[config.mk]
export PLATFORM = sky130hd
export DESIGN_NAME = lhik_cordic
export DESIGN_NICKNAME = d
export VERILOG_FILES = /design/src/hdl/lhik_pkg.sv /design/src/hdl/lhik_cordic.sv
export SDC_FILE = /design/constraint.sdc
export NUM_CORES = 1
export LEC_CHECK = 0
export ABC_AREA = 1
export BUFFER_PORTS_ARGS = -buffer_cell sky130_fd_sc_hd__buf_2
export CAP_MARGIN = 30
export CORE_UTILIZATION = 47
export CTS_BUF_LIST = sky130_fd_sc_hd__clkbuf_4 sky130_fd_sc_hd__clkbuf_8
export DETAILED_ROUTE_END_ITERATION = 10
export PLACE_DENSITY = 0.66
export SLEW_MARGIN = 20
export SYNTH_ARGS = -nofsm -noshare
export SYNTH_HDL_FRONTEND = slang
export SYNTH_SLANG_ARGS = --single-unit
[constraint.sdc]
create_clock -name i_clk -period 8.1 [get_ports i_clk]
set_input_delay 2.43 -clock i_clk [delete_from_list [all_inputs] [get_ports i_clk]]
set_output_delay 2.43 -clock i_clk [all_outputs]
set_load 0.02 [all_outputs]
[src/hdl/lhik_pkg.sv]
`timescale 1ns / 1ps
// ----------------------------------------------------------------------------
// lhik_pkg
// Shared types, widths and constants of the leg height IK sweep.
// ----------------------------------------------------------------------------
package lhik_pkg;

    localparam int CORDIC_STAGES_DEF = 16;
    localparam int ANGLE_FRAC_DEF    = 8;

    localparam int LEN_W  = 10;   // segment lengths and height
    localparam int DEG_W  = 9;    // limit registers in degrees
    localparam int XW     = 34;   // CORDIC x/y, Q30
    localparam int ZW     = 32;   // CORDIC angle, degrees in Q20
    localparam int REM_W  = 46;   // numerator of s, Q30
    localparam int MAG_W  = 45;   // numerator magnitude
    localparam int S_W    = 32;   // s in Q30
    localparam int SQ_W   = 61;   // radicand of the square root
    localparam int ROOT_W = 31;   // square root result, Q30
    localparam int ROOT_STEPS = 31;

    localparam logic signed [XW-1:0] CORDIC_K   = 34'sd652032875;
    localparam logic signed [ZW-1:0] DEG90_Q20  = 32'sd94371840;
    localparam logic signed [ZW-1:0] DEG180_Q20 = 32'sd188743680;
    localparam logic [MAG_W-1:0]     Q30_ONE    = 45'h0000_4000_0000;
    localparam logic [SQ_W-1:0]      Q60_ONE    = 61'h1000_0000_0000_0000;

    localparam int FALLBACK_FEMUR_DEG = 30;
    localparam int FALLBACK_TIBIA_DEG = 20;

    localparam logic [2:0] REG_COXA  = 3'd0;
    localparam logic [2:0] REG_FEMUR = 3'd1;
    localparam logic [2:0] REG_TIBIA = 3'd2;
    localparam logic [2:0] REG_FMIN  = 3'd3;
    localparam logic [2:0] REG_FMAX  = 3'd4;
    localparam logic [2:0] REG_TMIN  = 3'd5;
    localparam logic [2:0] REG_TMAX  = 3'd6;

    typedef struct packed {
        logic start;
        logic vec;      // 1: vectoring (asin), 0: rotation (sin)
    } t_cordic_cmd;

    // atan(2^-i) in degrees, Q20
    function automatic logic signed [ZW-1:0] lhik_atan(input logic [4:0] i);
        logic signed [ZW-1:0] v;
        case (i)
            5'd0:  v = 32'sd47185920;
            5'd1:  v = 32'sd27855475;
            5'd2:  v = 32'sd14718068;
            5'd3:  v = 32'sd7471121;
            5'd4:  v = 32'sd3750058;
            5'd5:  v = 32'sd1876857;
            5'd6:  v = 32'sd938658;
            5'd7:  v = 32'sd469357;
            5'd8:  v = 32'sd234682;
            5'd9:  v = 32'sd117342;
            5'd10: v = 32'sd58671;
            5'd11: v = 32'sd29335;
            5'd12: v = 32'sd14668;
            5'd13: v = 32'sd7334;
            5'd14: v = 32'sd3667;
            5'd15: v = 32'sd1833;
            5'd16: v = 32'sd917;
            5'd17: v = 32'sd458;
            5'd18: v = 32'sd229;
            5'd19: v = 32'sd115;
            5'd20: v = 32'sd57;
            5'd21: v = 32'sd29;
            5'd22: v = 32'sd14;
            5'd23: v = 32'sd7;
            default: v = '0;
        endcase
        return v;
    endfunction

endpackage

[src/hdl/lhik_cordic.sv]
`timescale 1ns / 1ps
// ----------------------------------------------------------------------------
// lhik_cordic
// Shared CORDIC unit, one micro-rotation per cycle, rotation or vectoring.
// ----------------------------------------------------------------------------
module lhik_cordic #(
    parameter int CORDIC_STAGES = lhik_pkg::CORDIC_STAGES_DEF
) (
    input  logic                              i_clk,
    input  logic                              i_rst_n,
    input  lhik_pkg::t_cordic_cmd             i_cmd,
    input  logic signed [lhik_pkg::XW-1:0]    i_x0,
    input  logic signed [lhik_pkg::XW-1:0]    i_y0,
    input  logic signed [lhik_pkg::ZW-1:0]    i_z0,
    output logic                              o_done,
    output logic signed [lhik_pkg::XW-1:0]    o_y,
    output logic signed [lhik_pkg::ZW-1:0]    o_z
);
    import lhik_pkg::*;

    localparam int IDX_W = (CORDIC_STAGES > 1) ? $clog2(CORDIC_STAGES) : 1;

    logic signed [XW-1:0] r_x, r_y, n_x, n_y, w_dx, w_dy;
    logic signed [ZW-1:0] r_z, n_z, w_at;
    logic [IDX_W-1:0]     r_idx;
    logic                 r_vec, r_busy, r_done, w_up;

    always_comb begin
        w_dx = r_y >>> r_idx;
        w_dy = r_x >>> r_idx;
        w_at = lhik_atan(5'(r_idx));
        w_up = r_vec ? r_y[XW-1] : ~r_z[ZW-1];
        if (w_up) begin
            n_x = r_x - w_dx;
            n_y = r_y + w_dy;
            n_z = r_z - w_at;
        end else begin
            n_x = r_x + w_dx;
            n_y = r_y - w_dy;
            n_z = r_z + w_at;
        end
    end

    always_ff @(posedge i_clk) begin
        if (!i_rst_n) begin
            r_busy <= 1'b0;
            r_done <= 1'b0;
            r_idx  <= '0;
        end else begin
            r_done <= 1'b0;
            if (i_cmd.start) begin
                r_busy <= 1'b1;
                r_idx  <= '0;
            end else if (r_busy) begin
                r_idx <= r_idx + 1'b1;
                if (r_idx == IDX_W'(CORDIC_STAGES - 1)) begin
                    r_busy <= 1'b0;
                    r_done <= 1'b1;
                end
            end
        end
    end

    always_ff @(posedge i_clk) begin
        if (i_cmd.start) begin
            r_x   <= i_x0;
            r_y   <= i_y0;
            r_z   <= i_z0;
            r_vec <= i_cmd.vec;
        end else if (r_busy) begin
            r_x <= n_x;
            r_y <= n_y;
            r_z <= n_z;
        end
    end

    assign o_done = r_done;
    assign o_y    = r_y;
    assign o_z    = r_z;

endmodule

==> impl_results.md <==
- Outcome: completed
- Clk_lat worst skew: 0.50 ns
- DRT antenna net count: 0
- Initial antenna violation count: 2
- Largest net degree at the start of global routing: between 60 and 70
- Ys flop type: edfxtp_1
- Req. time, crit path: 8.37 ns
- Drt first-iter violations: 1704
- Sequential share of the synthesized area: between 20% and 30%
- Flop-to-flop setup slack: about 2.5 ns
- CP delay by family, top: simple AND/OR/NAND/NOR gates
- Synth Area in Adders: around 8.6%
- DR vias/cell: 5.66
- Unique masters post-synth: 54
- Post-Synth XOR/XNOR Area: 5.27%
- Slew Limit Fails: 0
- Wire per inst: 18.2 um
- CTS Sinks: approximately 130
- Routed wire length: about 59 mm
- Ys Warns: 0
- Max Freq: between 150 and 200 MHz
- Reg clk slew, reported paths: approximately 0.10 ns
- Setup violators final: 0
- Worst clock skew: around 0.018 ns
- First-pass GRT wire length: 91.7 mm
- CTS buffer count: 17
- Post_cts resized: 0
- Top area cells in the synthesized netlist: edfxtp_1, nand2_1, nand3_1
- Period utilization: roughly 70%
- Final worst path period need: 5.58 ns
- CP endpoint kind: register
- Worst Setup Start Kind: register
- Cell Area, Synth: ~17000 um^2
- Synth cell count leaders: nand2_1, nand3_1, inv_1, nor2_1, a21oi_1
- Post-synthesis mux area share: 0%
- Worst-path cell with the longest stage delay: buf_4
- CP dominant cell by count: nand2_1
- Slew @ Worst Pin: just over 0.8 ns
- Final hold violations: 0
- Gr usage total: between 30% and 40%
- Asr flop ratio synth: 0%
- Mapped Cells: between 2000 and 3000
- Synth Area in Compound Gates: between 10% and 20%
- Final HPWL DP: 46.8 mm
- Max_cap viols: 0
- Max Buffers Root-to-Sink: 2
- EDFF count, synth: 101
- WP data arrival: ~5.9 ns
- Layout cells sized above 1: between 10% and 20%
- Postcts setup bufs: 0
- CTS root buf: clkbuf_8
- I/O Pins: about 170
- Synth area leader: edfxtp_1
- Vias after detailed routing: between 15000 and 20000
- Critical path fanouts, max: 62
- # DRC: 0
- Most frequent cell after synthesis: nand2_1
- Rows: 68
- Worst Path Buf+Inv: 5
- Number of global-route vias before repair: between 15000 and 20000
- Post-synthesis simple-gate area fraction: between 40% and 50%
- Total grt overflow: 0
- Top cell type's share of synthesized area: between 10% and 20%
- Crit Path Category: reg2reg
- Mean Syn Cell Area: between 6 and 7 um^2
- Setup TNS: 0 ns
- Die area: 36100 um^2
- Final nets: between 2000 and 3000
- Initial core utilization: a little under half
- DIE HEIGHT: between 150 and 200 um
- CP max stage delay: 0.54 ns
- Core Area: approximately 35000 um^2
- CTS tree: yes
- IO buf count: 170
- Largest family of logic cells by synthesized area: simple AND/OR/NAND/NOR gates
- Worst slew margin: between 40% and 50%
- Die W: between 150 and 200 um
- RSZ-0062 raised after global routing: false
- Syn nets: ~2900
- DRT Pass-1 Iters: 8
- Final RePlAce weighted congestion: approximately 0.95
- Worst hold path class: reg2reg
- H-tree levels: 4
- Synthesis-stage register bit count: 133
- Post-CTS Hold Fix Bufs: 0
- Area growth, synth to finish: 9.14%
cell families (layout without fill, tap and decap cells):
| group | after synthesis | after routing |
|---|---|---|
| buffers and inverters | 326 | 448 |
| flip-flops | 133 | 133 |
| other | 0 | 1 |
| XOR/XNOR | 100 | 100 |
| AO/OA/AOI/OAI | 374 | 374 |
| AND/OR/NAND/NOR | 1617 | 1617 |
| adder cells (fa/ha/maj) | 112 | 112 |
tightest hold or removal path: stages (launching register included):
cell     delay [ns]
dfxtp_1        0.34
nand2_1        0.10
nor4_1         0.08
layout make-up:
| class | instances | area [um^2] |
|---|---|---|
| clock inverters | 12 | 178 |
| inverters | 233 | 877 |
| multi-input cells | 2203 | 11600 |
| well taps | 455 | 569 |
| clock buffers | 20 | 256 |
| fillers | 3655 | 16600 |
| diodes | 1 | 2.50 |
| repair buffers | 183 | 963 |
| flip-flops and latches | 133 | 3680 |
flip-flops by register name, summed over array words and instances (netlist names):
signal  flops
w_at       26
r_busy      1
r_vec       1
o_y        34
o_z        32
r_idx       4
r_x        34
o_done      1
worst paths after layout:
path	from	end	depth (start not counted)
worst max-delay path	r_idx[2]	r_x[29]	28
worst min-delay path	r_busy	o_done	2
worst max register to register	r_idx[2]	r_x[29]	28
worst min register to register	r_busy	o_done	2
metal layers:
layer | routed length [um] | GRT usage [%]
met1 | 26300 | 43.4
met2 | 26900 | 53.7
met3 | 4050 | 5.42
met4 | 1470 | 9.83
met5 | 13 | 0
through the flow:
step / instance area, um^2 / setup slack (ns) / utilization, % / hold slack (ns) / instances
3_3_place_gp: 17700 / 2.09 / 51.0 / 0.542 / 3206
5_1_grt: 18200 / 2.09 / 52.3 / 0.579 / 3240
3_5_place_dp: 17700 / 2.63 / 51.0 / 0.547 / 3207
2_1_floorplan: 16600 / 2.72 / - / 0.477 / 2662
6_report: 18200 / 2.52 / 52.3 / 0.559 / 3240
4_1_cts: 18200 / 2.60 / 52.3 / 0.555 / 3239
cells in the final DEF, fill, tap and decap left out, types with 4 or more instances in the layout:
cell type	netlist	final
a21o_1	17	17
edfxtp_1	101	101
nand4_1	18	18
a31oi_1	21	21
nand3_1	431	431
ha_1	109	109
inv_2	7	9
o21bai_1	18	18
nand2_1	792	791
dfxtp_1	32	29
a221oi_1	5	5
o21a_1	8	8
nand2_2	29	29
nor4_1	13	13
o211ai_1	5	5
nor2_2	13	13
buf_2	31	169
o31ai_1	7	7
xnor2_1	37	37
o21ai_2	7	7
nand3_2	17	17
o21ai_0	107	107
a21oi_1	147	147
bufinv_16	0	4
a21boi_0	5	5
buf_4	3	13
clkbuf_8	0	17
inv_1	226	223
o21ai_1	12	12
xor2_1	63	63
nor3_1	22	22
or2_2	58	58
nor2_1	210	210
nand2_4	3	4
Power is not shown: default switching activity piles up to over one toggle a cycle in this logic, so the estimate is an artifact.
