[src/hdl/lhik_pkg.sv]
`timescale 1ns / 1ps
// ----------------------------------------------------------------------------
// lhik_pkg
// Shared types, widths and constants of the leg height IK sweep.
// ----------------------------------------------------------------------------
package lhik_pkg;

    localparam int CORDIC_STAGES_DEF = 16;
    localparam int ANGLE_FRAC_DEF    = 8;

    localparam int LEN_W  = 10;   // segment lengths and height
    localparam int DEG_W  = 9;    // limit registers in degrees
    localparam int XW     = 34;   // CORDIC x/y, Q30
    localparam int ZW     = 32;   // CORDIC angle, degrees in Q20
    localparam int REM_W  = 46;   // numerator of s, Q30
    localparam int MAG_W  = 45;   // numerator magnitude
    localparam int S_W    = 32;   // s in Q30
    localparam int SQ_W   = 61;   // radicand of the square root
    localparam int ROOT_W = 31;   // square root result, Q30
    localparam int ROOT_STEPS = 31;

    localparam logic signed [XW-1:0] CORDIC_K   = 34'sd652032875;
    localparam logic signed [ZW-1:0] DEG90_Q20  = 32'sd94371840;
    localparam logic signed [ZW-1:0] DEG180_Q20 = 32'sd188743680;
    localparam logic [MAG_W-1:0]     Q30_ONE    = 45'h0000_4000_0000;
    localparam logic [SQ_W-1:0]      Q60_ONE    = 61'h1000_0000_0000_0000;

    localparam int FALLBACK_FEMUR_DEG = 30;
    localparam int FALLBACK_TIBIA_DEG = 20;

    localparam logic [2:0] REG_COXA  = 3'd0;
    localparam logic [2:0] REG_FEMUR = 3'd1;
    localparam logic [2:0] REG_TIBIA = 3'd2;
    localparam logic [2:0] REG_FMIN  = 3'd3;
    localparam logic [2:0] REG_FMAX  = 3'd4;
    localparam logic [2:0] REG_TMIN  = 3'd5;
    localparam logic [2:0] REG_TMAX  = 3'd6;

    typedef struct packed {
        logic start;
        logic vec;      // 1: vectoring (asin), 0: rotation (sin)
    } t_cordic_cmd;

    // atan(2^-i) in degrees, Q20
    function automatic logic signed [ZW-1:0] lhik_atan(input logic [4:0] i);
        logic signed [ZW-1:0] v;
        case (i)
            5'd0:  v = 32'sd47185920;
            5'd1:  v = 32'sd27855475;
            5'd2:  v = 32'sd14718068;
            5'd3:  v = 32'sd7471121;
            5'd4:  v = 32'sd3750058;
            5'd5:  v = 32'sd1876857;
            5'd6:  v = 32'sd938658;
            5'd7:  v = 32'sd469357;
            5'd8:  v = 32'sd234682;
            5'd9:  v = 32'sd117342;
            5'd10: v = 32'sd58671;
            5'd11: v = 32'sd29335;
            5'd12: v = 32'sd14668;
            5'd13: v = 32'sd7334;
            5'd14: v = 32'sd3667;
            5'd15: v = 32'sd1833;
            5'd16: v = 32'sd917;
            5'd17: v = 32'sd458;
            5'd18: v = 32'sd229;
            5'd19: v = 32'sd115;
            5'd20: v = 32'sd57;
            5'd21: v = 32'sd29;
            5'd22: v = 32'sd14;
            5'd23: v = 32'sd7;
            default: v = '0;
        endcase
        return v;
    endfunction

endpackage

[src/hdl/lhik_div.sv]
`timescale 1ns / 1ps
// ----------------------------------------------------------------------------
// lhik_div
// Restoring divider of a magnitude by the coxa length, one bit per cycle.
// ----------------------------------------------------------------------------
module lhik_div (
    input  logic                          i_clk,
    input  logic                          i_rst_n,
    input  logic                          i_start,
    input  logic [lhik_pkg::MAG_W-1:0]    i_num,
    input  logic [lhik_pkg::LEN_W-1:0]    i_den,
    output logic                          o_done,
    output logic [lhik_pkg::MAG_W-1:0]    o_quo
);
    import lhik_pkg::*;

    localparam int CNT_W = $clog2(MAG_W + 1);

    logic [MAG_W-1:0] r_q;
    logic [LEN_W-1:0] r_rem;
    logic [LEN_W:0]   w_trial;
    logic [CNT_W-1:0] r_cnt;
    logic             r_busy, r_done, w_ge;

    assign w_trial = {r_rem, r_q[MAG_W-1]};
    assign w_ge    = w_trial >= {1'b0, i_den};

    always_ff @(posedge i_clk) begin
        if (!i_rst_n) begin
            r_busy <= 1'b0;
            r_done <= 1'b0;
            r_cnt  <= '0;
        end else begin
            r_done <= 1'b0;
            if (i_start) begin
                r_busy <= 1'b1;
                r_cnt  <= '0;
            end else if (r_busy) begin
                r_cnt <= r_cnt + 1'b1;
                if (r_cnt == CNT_W'(MAG_W - 1)) begin
                    r_busy <= 1'b0;
                    r_done <= 1'b1;
                end
            end
        end
    end

    always_ff @(posedge i_clk) begin
        if (i_start) begin
            r_q   <= i_num;
            r_rem <= '0;
        end else if (r_busy) begin
            r_q   <= {r_q[MAG_W-2:0], w_ge};
            r_rem <= w_ge ? LEN_W'(w_trial - {1'b0, i_den}) : LEN_W'(w_trial);
        end
    end

    assign o_done = r_done;
    assign o_quo  = r_q;

endmodule

[config.mk]
export PLATFORM = sky130hd
export DESIGN_NAME = lhik_div
export DESIGN_NICKNAME = d
export VERILOG_FILES = /design/src/hdl/lhik_pkg.sv /design/src/hdl/lhik_div.sv
export SDC_FILE = /design/constraint.sdc
export NUM_CORES = 1
export LEC_CHECK = 0
export ABC_AREA = 0
export BUFFER_PORTS_ARGS = -buffer_cell sky130_fd_sc_hd__buf_4
export CORE_MARGIN = 1
export CORE_UTILIZATION = 35
export DETAILED_ROUTE_END_ITERATION = 16
export HOLD_SLACK_MARGIN = 0.03
export PLACE_DENSITY = 0.68
export SETUP_SLACK_MARGIN = 0.1
export SLEW_MARGIN = 20
export SYNTH_ARGS = -nofsm -noshare
export SYNTH_HDL_FRONTEND = slang
export SYNTH_SLANG_ARGS = --single-unit
[constraint.sdc]
create_clock -name i_clk -period 3.23 [get_ports i_clk]
set_clock_uncertainty 0.15 [all_clocks]
set_input_delay 0.1615 -clock i_clk [delete_from_list [all_inputs] [get_ports i_clk]]
set_output_delay 0.1615 -clock i_clk [all_outputs]
set_load 0.02 [all_outputs]
==> impl_results.md, run 1 <==
- Compound-Gate Fraction of Synth Area: around 8.4%
- Die Area: 9410 sq um
- Setup repair bufs after CTS: 0
- Reg clk slew, reported paths: 0.07 ns
- GP Congestion: 0.833
- Mapped cell area: about 3200 sq um
- Ys flop type: edfxtp_1
- Share of cells above drive strength 1: between 40 and 50%
- Vias: 2585
- Power Dens Cells: 453 nW/um^2
- Skew-Pair Late Insertion Delay: 0.33 ns
- RSZ-0062 raised after global routing: false
- Initial Util: 36.2%
- Final Core Density: 53.5%
- CTS sink cnt: 63
- Setup Total Neg Slack: 0 ns
- Ys Warns: 0
- CTS tree: done
- Die H: 97.0 um
- Max-slew headroom: 61.2%
- Remaining DRCs: 0
- Worst hold margin: 0.154 ns
- Synth Net Count: 323
- XOR/XNOR Fraction of Synth Area: about 2.8%
- Routed Antenna Nets: 0
- Die X: 97.0 um
- Mux cell area share after synthesis: 17.6%
- Largest net degree at the start of global routing: 44
- DRT iter0 DRCs: 38
- Grt ovf: 0
- Post-synth EDFFs: 45
- Synth Area in Adders: 5.38%
- Post-Layout Cell Count: slightly above 500
- I/O pins: between 100 and 150
- Multi-input logic area: ~1400 sq um
- Seq/Total Area, Yosys: a little over half
- Worst EP required: 3.28 ns
- Pre-antenna DRT Iters: 4
- Avg Synthesized Cell Area: 12.5 sq um
- Status: complete, no violations
- Area delta synth->final: 47.7%
- Initial antenna violation count: 0
- Slew of the pin with the lowest slew margin: 0.581 ns
- Final Hold Viols: 0
- FILL cells: between 700 and 800
- Worst Hold Class: input port to flop
- Vias in the first global route: 2674
- Antenna Cells: 0
- F_max: 373 MHz
- CP Capture Type: flop
- VDD IR-drop max: 0.000303 V
- Cts bufs inserted: 9
- DR WL/cell: 15.2 um
- Nets: about 480
- Final Critical Period: roughly 2.7 ns
- Simple-Gate Fraction of Synth Area: between 8 and 9%
- Pleak: 1.98 nW
- Worst Path Arrival: 2.72 ns
- Post-synthesis register bit count: 63
- Post-synthesis cell type count: 39
- Port buffer count: between 100 and 150
- Tcrit/Tclk final: 83.0%
- Asr flop ratio synth: 0%
- Max Cap Viol: 0
- CORE AREA: just under 9000 sq um
- CTS root buf: clkbuf_8
- Post-synthesis cell count: 252
- Total GRT Usage: between 10% and 20%
- Post-CTS Resized: 0
- # rows: 34
- DRT Wirelength: between 7 and 8 mm
- Placed Instances: 456
- DP Wirelength: 5.09 mm
- First-pass GRT wire length: 13.0 mm
- Max Fanout on Critical Path: 3
- DR vias/cell: ~5
- Clk buf depth: 2
- Register area: 1710 sq um
- CTS H-tree lvls: 3
- Type of the worst setup path: flop to flop
- Largest family of logic cells by synthesized area: multiplexers
- Final setup violation count: 0
- Startpoint type of the worst setup path: flop
- Slew Viols, Final: 0
[routing by layer]
| layer | GRT usage, % | share of wire [%] | wire, um | vias up |
|---|---|---|---|---|
| met5 | 0 | 0 | 0 | - |
| met4 | 6.31 | 1.7 | 135 | 0 |
| met3 | 4.84 | 5.9 | 466 | 12 |
| met2 | 28.9 | 50 | 3910 | 88 |
| met1 | 21.3 | 43 | 3360 | 1246 |
| li1 | - | - | - | 1239 |
[path summary, 6_finish.rpt]
kind | from | end | slack [ns] | cells past startpoint
setup / recovery | o_quo[44] | r_rem[8] | 0.55 | 10
hold / removal | i_den[0] | r_rem[0] | 0.15 | 4
setup reg to reg | o_quo[44] | r_rem[8] | 0.55 | 10
hold reg to reg | r_cnt[5] | r_cnt[5] | 0.34 | 2
[final cells by class]
cell class	count	area share (%)
clock buffer	12	2.90
clock inverter	4	0.483
inverter	15	1.21
multi-input combinational	164	28.9
sequential	63	36.7
tap	108	2.90
timing repair buffer	152	26.9
[sequential cells by signal, summed over array words and instances (netlist names)]
register  count
r_cnt         6
o_done        1
r_rem        10
o_quo        45
r_busy        1
[per-stage QoR]
stage	setup slack, ns	power [mW]	instance area (sq um)
after global routing	0.299	2.22	4670
after floorplan	0.615	1.31	3160
after global placement	0.637	1.50	4050
after detailed placement	0.576	1.51	4050
final	0.550	2.11	4670
after CTS	0.559	2.14	4670
[layout by cell type (no fill, tap or decap), types with 4 or more instances in the layout]
cell           instances
a21o_1                 4
mux2i_1                5
dfxtp_1               18
clkbuf_8               9
xor2_1                 7
buf_4                106
inv_1                 15
nor2b_1                4
edfxtp_1              45
a21oi_1                5
a211oi_1               7
nand2_1               11
mux2_2                45
nor3_1                 4
nor2_1                18
nand3_1                7
dlygate4sd3_1         46
ha_1                  12
[power breakdown]
part	switching [mW]	leakage [nW]	internal, mW
Sequential	0.0470	0.600	0.959
Clock	0.297	0.0801	0.275
Combinational	0.263	1.30	0.274
Total	0.606	1.98	1.51
[synthesized netlist by cell type, drive strengths merged (3+ instances only)]
cell type / count / area, sq um
a31oi: 3 / 18.8
mux2i: 5 / 50.1
nand2: 13 / 51.3
nor2: 18 / 67.6
dfxtp: 18 / 360
ha: 12 / 150
nor3: 4 / 20.0
xor2: 7 / 61.3
o22ai: 3 / 18.8
clkbuf: 9 / 33.8
edfxtp: 45 / 1350
nand3: 8 / 45.0
mux2: 45 / 507
a21oi: 5 / 25.0
nor2b: 4 / 25.0
xnor2: 3 / 26.3
inv: 15 / 56.3
a21o: 5 / 38.8
a211oi: 7 / 52.6
o21ai: 3 / 15.0
[worst max-delay path: stages (launching register included)]
cell and delay (ns):
edfxtp_1 0.42, inv_1 0.08, ha_1 0.16, inv_1 0.05, fa_1 0.42, a211oi_1 0.39
nor3_1 0.09, o31a_1 0.29, or3_1 0.31, nand3_1 0.09, a311oi_1 0.10
[kinds of logic (layout without fill, tap and decap cells)]
group | after synthesis | count (layout)
flops | 63 | 63
simple gates | 55 | 55
mux | 50 | 50
compound gates | 36 | 36
buf+inv | 25 | 183
fa+ha+maj | 13 | 13
xor+xnor | 10 | 10
[repair_timing]
action / 4_1_cts / 5_1_grt
setup endpoints to repair: 0 / 0
hold endpoints to repair: 46 / 0
hold buffers: 46 / 0
(Power assumes the default switching activity.)
==> run 2: changes to the inputs <==
Clock period 3.23 ns to 2.5 ns, I/O delays scaled along.
==> run 2 against run 1 <==
Net effect: non-clock buffer count is 7 higher; sequential share of layout area shrank 0.89 points; clock-buffer cell count grew 1; die area is the same; hold slack got worse by 0.026 ns; wire length increased by 1.2%; critical endpoint unchanged; largest power group unchanged.
==> impl_results.md, run 2 (synthesis gave the netlist of run 1 again) <==
- Cell Area, Placed: 4090 sq um
- CTS sink cnt: 63
- Pre-CTS setup slack: 0.124 ns
- Post-layout instance area: between 4000 and 5000 sq um
- Slew Viols, Final: 0
- CP Launch Point: o_quo[44]
- Nets: 483
- Largest net degree at the start of global routing: 46
- Remaining DRCs: 0
- Pleak: 2.04 nW
- Setup Total Neg Slack: 0 ns
- Worst Hold Class: input port to flop
- DP Wirelength: 5.09 mm
- Area delta synth->final: 51.3%
- Initial antenna violation count: 0
- VDD IR-drop max: approximately 0.0004 V
- Clk buf depth: 2
- Reg clk slew, reported paths: 0.07 ns
- Placed Instances: 459
- Vias: between 2000 and 3000
- Max reg flops: 45
- RR Endpoint: r_rem[8]
- Worst Path Arrival: 2.45 ns
- Slew of the pin with the lowest slew margin: 0.362 ns
- RSZ-0062 raised after global routing: true
- DR vias/cell: approximately 4.8
- Worst Hold Launch: i_den[0]
- RR Startpoint: o_quo[44]
- Initial Util: 36.2%
- Pre-antenna DRT Iters: 4
- CTS root buf: clkbuf_8
- GP Congestion: 0.888
- Startpoint type of the worst setup path: flop
- Share of cells above drive strength 1: 44.8%
- FILL cells: ~700
- Final setup violation count: 0
- Final Critical Period: about 2.4 ns
- FF-to-FF path depth: 10
- Grt ovf: 0
- CP Capture Type: flop
- Skew-Pair Late Insertion Delay: around 0.34 ns
- CTS tree: done
- Power Dens Cells: 600 nW/um^2
- First-pass GRT wire length: 12.6 mm
- CORE AREA: roughly 8700 sq um
- Port buffer count: between 100 and 150
- R2r setup slk: 0.12 ns
- Final Hold Viols: 0
- Tcrit/Tclk final: 95.4%
- Worst EP required: 2.57 ns
- Cts bufs inserted: 9
- CTS H-tree lvls: 3
- DR WL/cell: 15.2 um
- Hold depth: 4
- Max-slew headroom: 75.9%
- I/O pins: ~100
- Type of the worst setup path: flop to flop
- Final worst slack: around 0.12 ns
- Total GRT Usage: between 15 and 20%
- DRT Wirelength: between 7 and 8 mm
- Status: complete, no violations
- Die Area: about 9400 sq um
- Final Core Density: between 50% and 60%
- Most frequent cells in the layout: 112 x buf_4, 46 x dlygate4sd3_1, 45 x mux2_2, 45 x edfxtp_1
- F_max: 419 MHz
- Max Cap Viol: 0
- # rows: 34
- Routed Antenna Nets: 0
- Post-Layout Cell Count: 525
- Vias in the first global route: between 2000 and 3000
- Most common cell after layout, fill and taps aside: buf_4
- Die H: 97.0 um
- Die X: between 90 and 100 um
- DRT iter0 DRCs: 60
- Max Fanout on Critical Path: 3
- Antenna Cells: 0
- Hold Path End: r_rem[0]
## run 2: changes by cell type in the layout (fill, tap and decap cells not counted), sizes merged
cell    delta
buf        +7
clkinv     -1
clkbuf     +1
## run 2: what timing repair did
| action | in CTS | in global routing |
|---|---|---|
| gates resized for setup | 0 | 4 |
| hold buffers | 46 | 0 |
| endpoints found under the hold margin | 46 | 0 |
| endpoints found under the setup margin | 0 | 8 |
| setup buffers | 0 | 4 |
## run 2: where the power goes
part           internal, mW  switching [mW]
Combinational         0.380           0.347
Sequential             1.24          0.0637
Clock                 0.439           0.403
Total                  2.06           0.814
## run 2: critical path, cell delays in order, from the launching register on
cell and delay [ns]:
edfxtp_1 0.38, inv_1 0.07, ha_2 0.18, inv_2 0.04, fa_2 0.36, a211oi_2 0.24
nor3_1 0.08, o31a_1 0.29, or3_1 0.30, nand3_1 0.08, a311oi_1 0.08
## run 2: worst max-delay path by stage
stage	end	slack (ns)	cells after the start
2_1_floorplan	r_rem[8]	0.05	10
3_3_place_gp	r_rem[8]	0.16	10
3_5_place_dp	r_rem[8]	0.12	10
4_1_cts	r_rem[8]	0.11	10
5_1_grt	r_rem[8]	-0.003	10
6_report	r_rem[8]	0.12	10
## run 2: area by class of cell
| type | count | area [sq um] | area share, % |
|---|---|---|---|
| Inverter | 15 | 56.3 | 1.18 |
| Timing Repair Buffer | 159 | 1320 | 27.6 |
| Multi-Input combinational cell | 164 | 1370 | 28.7 |
| Clock buffer | 13 | 169 | 3.53 |
| Sequential cell | 63 | 1710 | 35.8 |
| Tap cell | 108 | 135 | 2.83 |
| Clock inverter | 3 | 17.5 | 0.366 |
## run 2: per-stage QoR
stage               power, mW  hold slack (ns)
CTS                      2.88           0.0999
global route             3.01            0.124
finish                   2.87            0.128
floorplan                1.70            0.103
detailed placement       1.97            0.217
global placement         1.96            0.214
## run 2: metal layers
layer / vias up / global-route usage [%] / part of all wire, %
met3: 9 / 5.78 / 5.9
li1: 1255 / - / -
met1: 1201 / 22.0 / 45
met2: 77 / 27.1 / 48
met4: 0 / 4.94 / 1.4
met5: - / 0 / 0
