$ cat config.mk
export PLATFORM = sky130hd
export DESIGN_NAME = lhik_isqrt
export DESIGN_NICKNAME = d
export VERILOG_FILES = /design/src/hdl/lhik_pkg.sv /design/src/hdl/lhik_isqrt.sv
export SDC_FILE = /design/constraint.sdc
export NUM_CORES = 1
export LEC_CHECK = 0
export ABC_AREA = 1
export BUFFER_PORTS_ARGS = -buffer_cell sky130_fd_sc_hd__buf_2
export CAP_MARGIN = 10
export CORE_ASPECT_RATIO = 0.9
export CORE_MARGIN = 5
export CORE_UTILIZATION = 45
export CTS_CLUSTER_SIZE = 16
export DETAILED_ROUTE_END_ITERATION = 7
export PLACE_DENSITY = 0.62
export SYNTH_ARGS = -nofsm -noshare
export SYNTH_HDL_FRONTEND = slang
export SYNTH_SLANG_ARGS = --single-unit
$ cat constraint.sdc
create_clock -name i_clk -period 11.3 [get_ports i_clk]
set_clock_uncertainty 0.1 [all_clocks]
set_input_delay 2.26 -clock i_clk [delete_from_list [all_inputs] [get_ports i_clk]]
set_output_delay 2.26 -clock i_clk [all_outputs]
set_load 0.01 [all_outputs]
$ cat src/hdl/lhik_pkg.sv
`timescale 1ns / 1ps
// ----------------------------------------------------------------------------
// lhik_pkg
// Shared types, widths and constants of the leg height IK sweep.
// ----------------------------------------------------------------------------
package lhik_pkg;

    localparam int CORDIC_STAGES_DEF = 16;
    localparam int ANGLE_FRAC_DEF    = 8;

    localparam int LEN_W  = 10;   // segment lengths and height
    localparam int DEG_W  = 9;    // limit registers in degrees
    localparam int XW     = 34;   // CORDIC x/y, Q30
    localparam int ZW     = 32;   // CORDIC angle, degrees in Q20
    localparam int REM_W  = 46;   // numerator of s, Q30
    localparam int MAG_W  = 45;   // numerator magnitude
    localparam int S_W    = 32;   // s in Q30
    localparam int SQ_W   = 61;   // radicand of the square root
    localparam int ROOT_W = 31;   // square root result, Q30
    localparam int ROOT_STEPS = 31;

    localparam logic signed [XW-1:0] CORDIC_K   = 34'sd652032875;
    localparam logic signed [ZW-1:0] DEG90_Q20  = 32'sd94371840;
    localparam logic signed [ZW-1:0] DEG180_Q20 = 32'sd188743680;
    localparam logic [MAG_W-1:0]     Q30_ONE    = 45'h0000_4000_0000;
    localparam logic [SQ_W-1:0]      Q60_ONE    = 61'h1000_0000_0000_0000;

    localparam int FALLBACK_FEMUR_DEG = 30;
    localparam int FALLBACK_TIBIA_DEG = 20;

    localparam logic [2:0] REG_COXA  = 3'd0;
    localparam logic [2:0] REG_FEMUR = 3'd1;
    localparam logic [2:0] REG_TIBIA = 3'd2;
    localparam logic [2:0] REG_FMIN  = 3'd3;
    localparam logic [2:0] REG_FMAX  = 3'd4;
    localparam logic [2:0] REG_TMIN  = 3'd5;
    localparam logic [2:0] REG_TMAX  = 3'd6;

    typedef struct packed {
        logic start;
        logic vec;      // 1: vectoring (asin), 0: rotation (sin)
    } t_cordic_cmd;

    // atan(2^-i) in degrees, Q20
    function automatic logic signed [ZW-1:0] lhik_atan(input logic [4:0] i);
        logic signed [ZW-1:0] v;
        case (i)
            5'd0:  v = 32'sd47185920;
            5'd1:  v = 32'sd27855475;
            5'd2:  v = 32'sd14718068;
            5'd3:  v = 32'sd7471121;
            5'd4:  v = 32'sd3750058;
            5'd5:  v = 32'sd1876857;
            5'd6:  v = 32'sd938658;
            5'd7:  v = 32'sd469357;
            5'd8:  v = 32'sd234682;
            5'd9:  v = 32'sd117342;
            5'd10: v = 32'sd58671;
            5'd11: v = 32'sd29335;
            5'd12: v = 32'sd14668;
            5'd13: v = 32'sd7334;
            5'd14: v = 32'sd3667;
            5'd15: v = 32'sd1833;
            5'd16: v = 32'sd917;
            5'd17: v = 32'sd458;
            5'd18: v = 32'sd229;
            5'd19: v = 32'sd115;
            5'd20: v = 32'sd57;
            5'd21: v = 32'sd29;
            5'd22: v = 32'sd14;
            5'd23: v = 32'sd7;
            default: v = '0;
        endcase
        return v;
    endfunction

endpackage

$ cat src/hdl/lhik_isqrt.sv
`timescale 1ns / 1ps
// ----------------------------------------------------------------------------
// lhik_isqrt
// Integer floor square root, one result bit per cycle.
// ----------------------------------------------------------------------------
module lhik_isqrt (
    input  logic                          i_clk,
    input  logic                          i_rst_n,
    input  logic                          i_start,
    input  logic [lhik_pkg::SQ_W-1:0]     i_rad,
    output logic                          o_done,
    output logic [lhik_pkg::ROOT_W-1:0]   o_root
);
    import lhik_pkg::*;

    localparam int CNT_W = $clog2(ROOT_STEPS + 1);

    logic [SQ_W-1:0]  r_n, r_r, r_bit, w_sum;
    logic [CNT_W-1:0] r_cnt;
    logic             r_busy, r_done, w_ge;

    assign w_sum = r_r + r_bit;
    assign w_ge  = r_n >= w_sum;

    always_ff @(posedge i_clk) begin
        if (!i_rst_n) begin
            r_busy <= 1'b0;
            r_done <= 1'b0;
            r_cnt  <= '0;
        end else begin
            r_done <= 1'b0;
            if (i_start) begin
                r_busy <= 1'b1;
                r_cnt  <= '0;
            end else if (r_busy) begin
                r_cnt <= r_cnt + 1'b1;
                if (r_cnt == CNT_W'(ROOT_STEPS - 1)) begin
                    r_busy <= 1'b0;
                    r_done <= 1'b1;
                end
            end
        end
    end

    always_ff @(posedge i_clk) begin
        if (i_start) begin
            r_n   <= i_rad;
            r_r   <= '0;
            r_bit <= Q60_ONE;
        end else if (r_busy) begin
            if (w_ge) begin
                r_n <= r_n - w_sum;
                r_r <= (r_r >> 1) + r_bit;
            end else begin
                r_r <= r_r >> 1;
            end
            r_bit <= r_bit >> 2;
        end
    end

    assign o_done = r_done;
    assign o_root = r_r[ROOT_W-1:0];

endmodule

==> results.md, run 1 <==
- CP peak stage delay: 720 ps
- Vias per inst: 5.61
- RSZ-0062 raised after global routing: false
- Final instance area: 0.0202 mm2
- Post-synth ARST share: 0%
- Cell accounting for the most synthesized area: nand2_1
- Slowest CP cell: buf_4
- Most common cell in the netlist: nand2_1
- Max-Cap Viols: 0
- First-pass GRT wire length: 115 mm
- Syn nets: 3526
- Most frequent cells after synthesis: nand2_1, inv_1, nor2_1
- Root cell of the clock tree: clkbuf_16
- Routed WL: 77.9 mm
- DRC Markers: 0
- Worst VDD drop: 0.154 mV
- Cell Area, Synth: 0.0190 mm2
- Io pins: 96
- Dominant synthesized flop cell: dfxtp_1
- PwrDens: 211 mW/mm2
- H-tree Lvls: 4
- Gpl congestion: 1.02
- CTS buffer count: 17
- Std cell rows: 71
- #FFs+latches synth: 160
- TritonCTS clock tree: yes
- HP Class: reg2reg
- Final Hold Fails: 0
- CP most frequent cell: nand2_1
- Crit path required time: 11300 ps
- Post-synth EDFFs: 61
- Final worst-path cycle share: 58.2%
- Sink Count: 160
- IO buf count: 95
- Largest cells by area after synthesis: nand2_1, dfxtp_1, edfxtp_1
- Critical path class: reg2reg
- GRT overflow: 0
- Crit path launch type: flop
- Iter 0 DRT Violations: 2578
- Slew margin rel.: 37.5%
- Number of global-route vias before repair: 19.4k
- Pleak: 9.32 nW
- Hold buffer count at cts: 0
- Via count: 21.9k
- Placed insts: 3879
- TNS Setup: 0 ps
- Final HPWL DP: 63.5 mm
- Sequential element share of the synthesized area: 20.1%
- Layout area overhead: 6.49%
- Clk slew on worst S/H paths: 70 ps
- Fin util: 48.4%
- Fmax: 152 MHz
- First-pass iteration count of the detailed router: 7
- Die extent in x: 226 um
- Initial Utilization: 45.4%
- Final cell count without fillers: 3911
- Mean post-synth cell area: 5.68 um2
- Synth Instances: 3336
- Endpoints failing setup: 0
- Die ar.: 0.0463 mm2
- Antenna violations before repair: 1
- Worst skew pair latency: 480 ps
- ANT nets after route: 0
- Core area: 0.0418 mm2
- Crit path capture type: flop
- Final nets: 3541
- # diodes: 0
- Synth top area share: 21.2%
- Synthesis Warnings: 0
- Total track usage: 32.4%
- Slew of the pin with the lowest slew margin: 938 ps
- Placed Area: 0.0196 mm2
- Crit-path cells: ha_1, nand2_1, o21ai_0, o21bai_1, a21oi_1, o21ai_1, nand3_1, nand2_1, xor2_1, ha_1, nand2_1, nor2_1, nand3_1, nor2_1, nand2_1, nand3_1, nor2_4, buf_4, nand2_8, nand2_4, nand2_2, buf_4
- Resized cells post-CTS: 0
- Outcome: completed
- Min Tclk post-route: 6580 ps
- Worst Path Arrival: 6580 ps
- Largest fanout on the critical path: 90
- Die height: 205 um
- Largest net degree at the start of global routing: 91
- Fin. max-slew vios: 0
- Post-CTS setup buffers: 0
- Yosys cell types: 47
- Routed WL per cell: 19.9 um
- Max clock buf depth: 2
- Share of cells above drive strength 1: 5.20%
## sequential cells by signal, indices dropped and copies added, names as in the netlist
| register | flops |
|---|---|
| o_done | 1 |
| r_bit | 31 |
| r_cnt | 5 |
| r_busy | 1 |
| r_r | 61 |
| r_n | 61 |
## where the power goes
group          switching (mW)  internal, mW
logic                    1.84         0.858
clock network           0.305         0.312
registers               0.161         0.787
total                    2.30          1.96
## metal layers
layer	vias up	wire length (um)	track usage (%)	share of wire (%)
li1	10711	-	-	-
met1	10100	37000	48.4	47
met2	1038	31700	47.4	41
met3	86	7650	7.69	9.8
met4	0	1590	6.70	2.0
met5	-	0	0	0
## area by class of cell
| type | instances | area (um2) |
|---|---|---|
| fill | 4630 | 21600 |
| multi-input combinational | 2598 | 12800 |
| sequential | 160 | 3820 |
| inverter | 473 | 1780 |
| tap | 547 | 684 |
| timing repair buffer | 101 | 523 |
| clock buffer | 18 | 429 |
| clock inverter | 14 | 141 |
## final timing paths
check,endpoint,slack [ps],depth (start not counted),startpoint
worst max-delay path,r_n[5],4720,22,r_r[8]
worst min register to register,r_cnt[4],380,1,r_cnt[4]
worst min-delay path,r_cnt[4],380,1,r_cnt[4]
worst max register to register,r_n[5],4720,22,r_r[8]
## logic make-up after synthesis
kind of cell,Yosys count,share of synthesized area (%)
compound gates,481,13.5
xor+xnor,81,3.74
fa+ha+maj,126,8.35
buf+inv,578,12.3
flops,160,20.1
simple gates,1910,42.0
## stage by stage
| step | power [mW] | worst slack [ps] | hold slack (ps) |
|---|---|---|---|
| global placement | 3.56 | 5050 | 336 |
| CTS | 4.21 | 4950 | 366 |
| floorplan | 2.82 | 6300 | 321 |
| detailed placement | 3.58 | 4970 | 359 |
| finish | 4.26 | 4720 | 382 |
| global route | 4.58 | 4400 | 404 |
## worst max-delay path: cells and delay by family, from the launching register on
| kind | cells | cell delay (ps) |
|---|---|---|
| adders and majority gates | 2 | 740 |
| DFF | 1 | 570 |
| buffers and inverters | 2 | 960 |
| xor gates and xnor gates | 1 | 170 |
| AOI/OAI and AO/OA | 4 | 1330 |
| and+or+nand+nor | 13 | 2180 |
## placed cells by master, fill, tap and decap left out, types with 4 or more instances in the layout
master	count
nand2_1	1069
inv_1	468
nor2_1	400
nand3_1	290
a21oi_1	235
o21ai_0	179
ha_1	125
dfxtp_1	98
buf_2	94
edfxtp_1	61
xnor2_1	50
nand3b_1	40
nand4_1	35
xor2_1	31
o21bai_1	28
nor3_1	26
or2_2	20
clkbuf_16	17
inv_6	8
nor4_1	7
buf_4	7
o21ai_1	6
a21boi_0	6
a21o_1	5
inv_2	5
nor2_2	5
and2_1	5
and3_1	4
a31oi_1	4
o21a_1	4
Power figures use the tool's default switching activity.
==> run 2: changes to the inputs <==
Settings changed: ABC_AREA 1 to 0, PLACE_DENSITY 0.62 to 0.64.
Clock period 11.3 ns to 5.8 ns, I/O delays scaled along.
==> results.md, run 2 <==
- Slowest CP cell: ha_1 (was buf_4)
- Root cell of the clock tree: clkbuf_16 (unchanged)
- H-tree Lvls: 4 (unchanged)
- Mux cell area share after synthesis: 3.17% (was 0%)
- Placed insts: 2389 (was 3879)
- Vias per inst: 6.16 (was 5.61)
- Final worst-path cycle share: 95.7% (was 58.2%)
- Die ar.: 0.0374 mm2 (was 0.0463 mm2)
- Sink Count: 160 (unchanged)
- Final cell count without fillers: 2425 (was 3911)
- HP Class: reg2reg (unchanged)
- Layout area overhead: 11.7% (was 6.49%)
- Hold slack: 403 ps (was 382 ps)
- Sequential element share of the synthesized area: 25.2% (was 20.1%)
- Hold buffer count at cts: 0 (unchanged)
- Largest net degree at the start of global routing: 152 (was 91)
- Fin. max-slew vios: 0 (unchanged)
- Compound-Gate Fraction of Synth Area: 27.8% (was 13.5%)
- Cell Area, Synth: 0.0151 mm2 (was 0.0190 mm2)
- ANT nets after route: 0 (unchanged)
- Total track usage: 25.4% (was 32.4%)
- Slew margin rel.: 20.3% (was 37.5%)
- #FFs+latches synth: 160 (unchanged)
- Die height: 184 um (was 205 um)
- Worst skew pair latency: 460 ps (was 480 ps)
- CTS buffer count: 17 (unchanged)
- Post-synth EDFFs: 61 (unchanged)
- Post-synth ARST share: 0% (unchanged)
- Iter 0 DRT Violations: 1085 (was 2578)
- Antenna violations before repair: 0 (was 1)
- Synth Area in Simple Gates: 19.4% (was 42.0%)
- Number of global-route vias before repair: 14.2k (was 19.4k)
- Fmax: 180 MHz (was 152 MHz)
- Outcome: completed (unchanged)
- Worst Path Arrival: 5800 ps (was 6580 ps)
- Clk slew on worst S/H paths: 70 ps (about the same)
- Dominant synthesized flop cell: dfxtp_1 (unchanged)
- Routed WL: 48.7 mm (was 77.9 mm)
- Regs by FF count: r_n: 61 flops, r_r: 61 flops, r_bit: 31 flops (unchanged)
- Final HPWL DP: 37.5 mm (was 63.5 mm)
- Routed WL per cell: 20.1 um (was 19.9 um)
- Most frequent cells in the layout: nand2_1, nor2_1, o21ai_0 (was nand2_1, inv_1, nor2_1)
- Crit-path cells: ha_1, nand4_1, or2_2, o311a_4, a2111oi_4, o211a_1, o21ai_0, nand2_1, nand2_1, xor2_1, ha_1, a21o_1, a21o_1, a21oi_1, a21oi_1, or3_1, a21o_2, or2_4, buf_12, a41o_1, a311o_1 (was ha_1, nand2_1, o21ai_0, o21bai_1, a21oi_1, o21ai_1, nand3_1, nand2_1, xor2_1, ha_1, nand2_1, nor2_1, nand3_1, nor2_1, nand2_1, nand3_1, nor2_4, buf_4, nand2_8, nand2_4, nand2_2, buf_4)
- TritonCTS clock tree: yes (unchanged)
- Synth Instances: 1933 (was 3336)
- CP peak stage delay: 390 ps (was 720 ps)
- Commonest non-fill, non-tap cell in the layout: nand2_1 (unchanged)
- Largest fanout on the critical path: 23 (was 90)
- Xor/xnor share of the synthesized area: 8.45% (was 3.74%)
- # diodes: 0 (unchanged)
- Gpl congestion: 0.941 (was 1.02)
- Largest cells by area after synthesis: dfxtp_1, edfxtp_1, ha_1 (was nand2_1, dfxtp_1, edfxtp_1)
- Max-Cap Viols: 0 (unchanged)
- Crit path required time: 6050 ps (was 11300 ps)
- Core area: 0.0331 mm2 (was 0.0418 mm2)
- Synth top area share: 13.1% (was 21.2%)
- Largest family of logic cells by synthesized area: compound AO/OA/AOI/OAI gates (was simple AND/OR/NAND/NOR gates)
- Synthesis Warnings: 0 (unchanged)
- Final Hold Fails: 0 (unchanged)
- Worst VDD drop: 0.213 mV (was 0.154 mV)
- First-pass iteration count of the detailed router: 5 (was 7)
- Final nets: 2181 (was 3541)
- Min Tclk post-route: 5550 ps (was 6580 ps)
- Std cell rows: 63 (was 71)
- Yosys cell types: 78 (was 47)
- Critical path class: reg2reg (unchanged)
- Endpoints failing setup: 0 (unchanged)
- Slew of the pin with the lowest slew margin: 1190 ps (was 938 ps)
- Max clock buf depth: 2 (unchanged)
- First-pass GRT wire length: 76.7 mm (was 115 mm)
- Post-Synth Adder-Cell Area: 10.5% (was 8.35%)
- Io pins: 96 (unchanged)
- PwrDens: 396 mW/mm2 (was 211 mW/mm2)
- IO buf count: 95 (unchanged)
- Crit path launch type: flop (unchanged)
- Pleak: 6.75 nW (was 9.32 nW)
- Via count: 14.9k (was 21.9k)
- Most frequent cells after synthesis: nand2_1, nor2_1, o21ai_0 (was nand2_1, inv_1, nor2_1)
- Die extent in x: 203 um (was 226 um)
- Syn nets: 2123 (was 3526)
- DRC Markers: 0 (unchanged)
- Fill count: 3229 (was 4630)
- Share of cells above drive strength 1: 14.0% (was 5.20%)
- Mean post-synth cell area: 7.83 um2 (was 5.68 um2)
- Most common cell in the netlist: nand2_1 (unchanged)
- GRT overflow: 0 (unchanged)
- Cell accounting for the most synthesized area: dfxtp_1 (was nand2_1)
- Initial Utilization: 45.7% (was 45.4%)
- Crit path capture type: flop (unchanged)
==> run 2: changes by cell type in the layout (fill, tap and decap cells not counted), moves of 51 or more <==
| cell | delta |
|---|---|
| buf_4 | +65 |
| a31oi_1 | +57 |
| inv_1 | -417 |
| nor2_1 | -229 |
| nand3_1 | -250 |
| nand2_1 | -857 |
| a21oi_1 | -123 |
| xor2_1 | +51 |
==> run 2: timing repair <==
item	in CTS	in global routing
setup endpoints to repair	1	133
pin swaps	0	8
buffers inserted	0	5
resized for setup	1	28
==> run 2: critical path, delay by kind of cell, from the launching register on <==
kind            cells  cell delay (ps)
xor+xnor            1              240
compound gates     11             2410
fa+ha+maj           2              730
flops               1              340
simple gates        6             1430
buf+inv             1              170
==> run 2: layer usage <==
| metal | part of all wire (%) | GRT usage (%) | vias up |
|---|---|---|---|
| met2 | 48 | 43.9 | 456 |
| met3 | 5.6 | 4.43 | 79 |
| met1 | 44 | 32.7 | 7103 |
| met5 | 0 | 0 | - |
| li1 | - | - | 7304 |
| met4 | 2.5 | 7.69 | 0 |
==> run 2: final cells by class <==
cell class | count | area [um2] | share of cell area (%)
clock inverter | 9 | 68.8 | 0.407
timing repair buffer | 175 | 1170 | 6.94
tap | 422 | 528 | 3.12
inverter | 51 | 191 | 1.13
multi-input combinational | 1586 | 10600 | 62.8
sequential | 160 | 3820 | 22.6
clock buffer | 22 | 507 | 3.00
==> run 2: path summary, 6_finish.rpt <==
check,endpoint,start,slack [ps],depth (start not counted)
worst max-delay path,r_r[53],r_bit[10],250,21
worst min-delay path,o_done,r_cnt[4],400,2
worst max register to register,r_r[53],r_bit[10],250,21
worst min register to register,o_done,r_cnt[4],400,2
==> run 2: cells by family after synthesis <==
logic type	count (synthesis)
compound gates	640
xor+xnor	146
fa+ha+maj	126
buf+inv	187
flops	160
mux	47
simple gates	627
==> run 2: per-stage QoR <==
step                setup TNS (ps)  power [mW]  worst slack [ps]  util (%)  instance area [um2]
floorplan                        0        4.36              28.3         -                15200
global placement                 0        5.43               110      48.9                16200
detailed placement               0        5.45              48.3      48.9                16200
CTS                              0        6.63              18.0      50.7                16800
global route                  -115        7.18             -56.1      51.1                16900
finish                           0        6.70               252      51.1                16900
==> run 2: power breakdown <==
| group | switching (mW) | total, mW | internal [mW] |
|---|---|---|---|
| clock network | 0.526 | 1.15 | 0.624 |
| registers | 0.168 | 1.66 | 1.49 |
| logic | 2.35 | 3.89 | 1.55 |
| total | 3.04 | 6.70 | 3.66 |
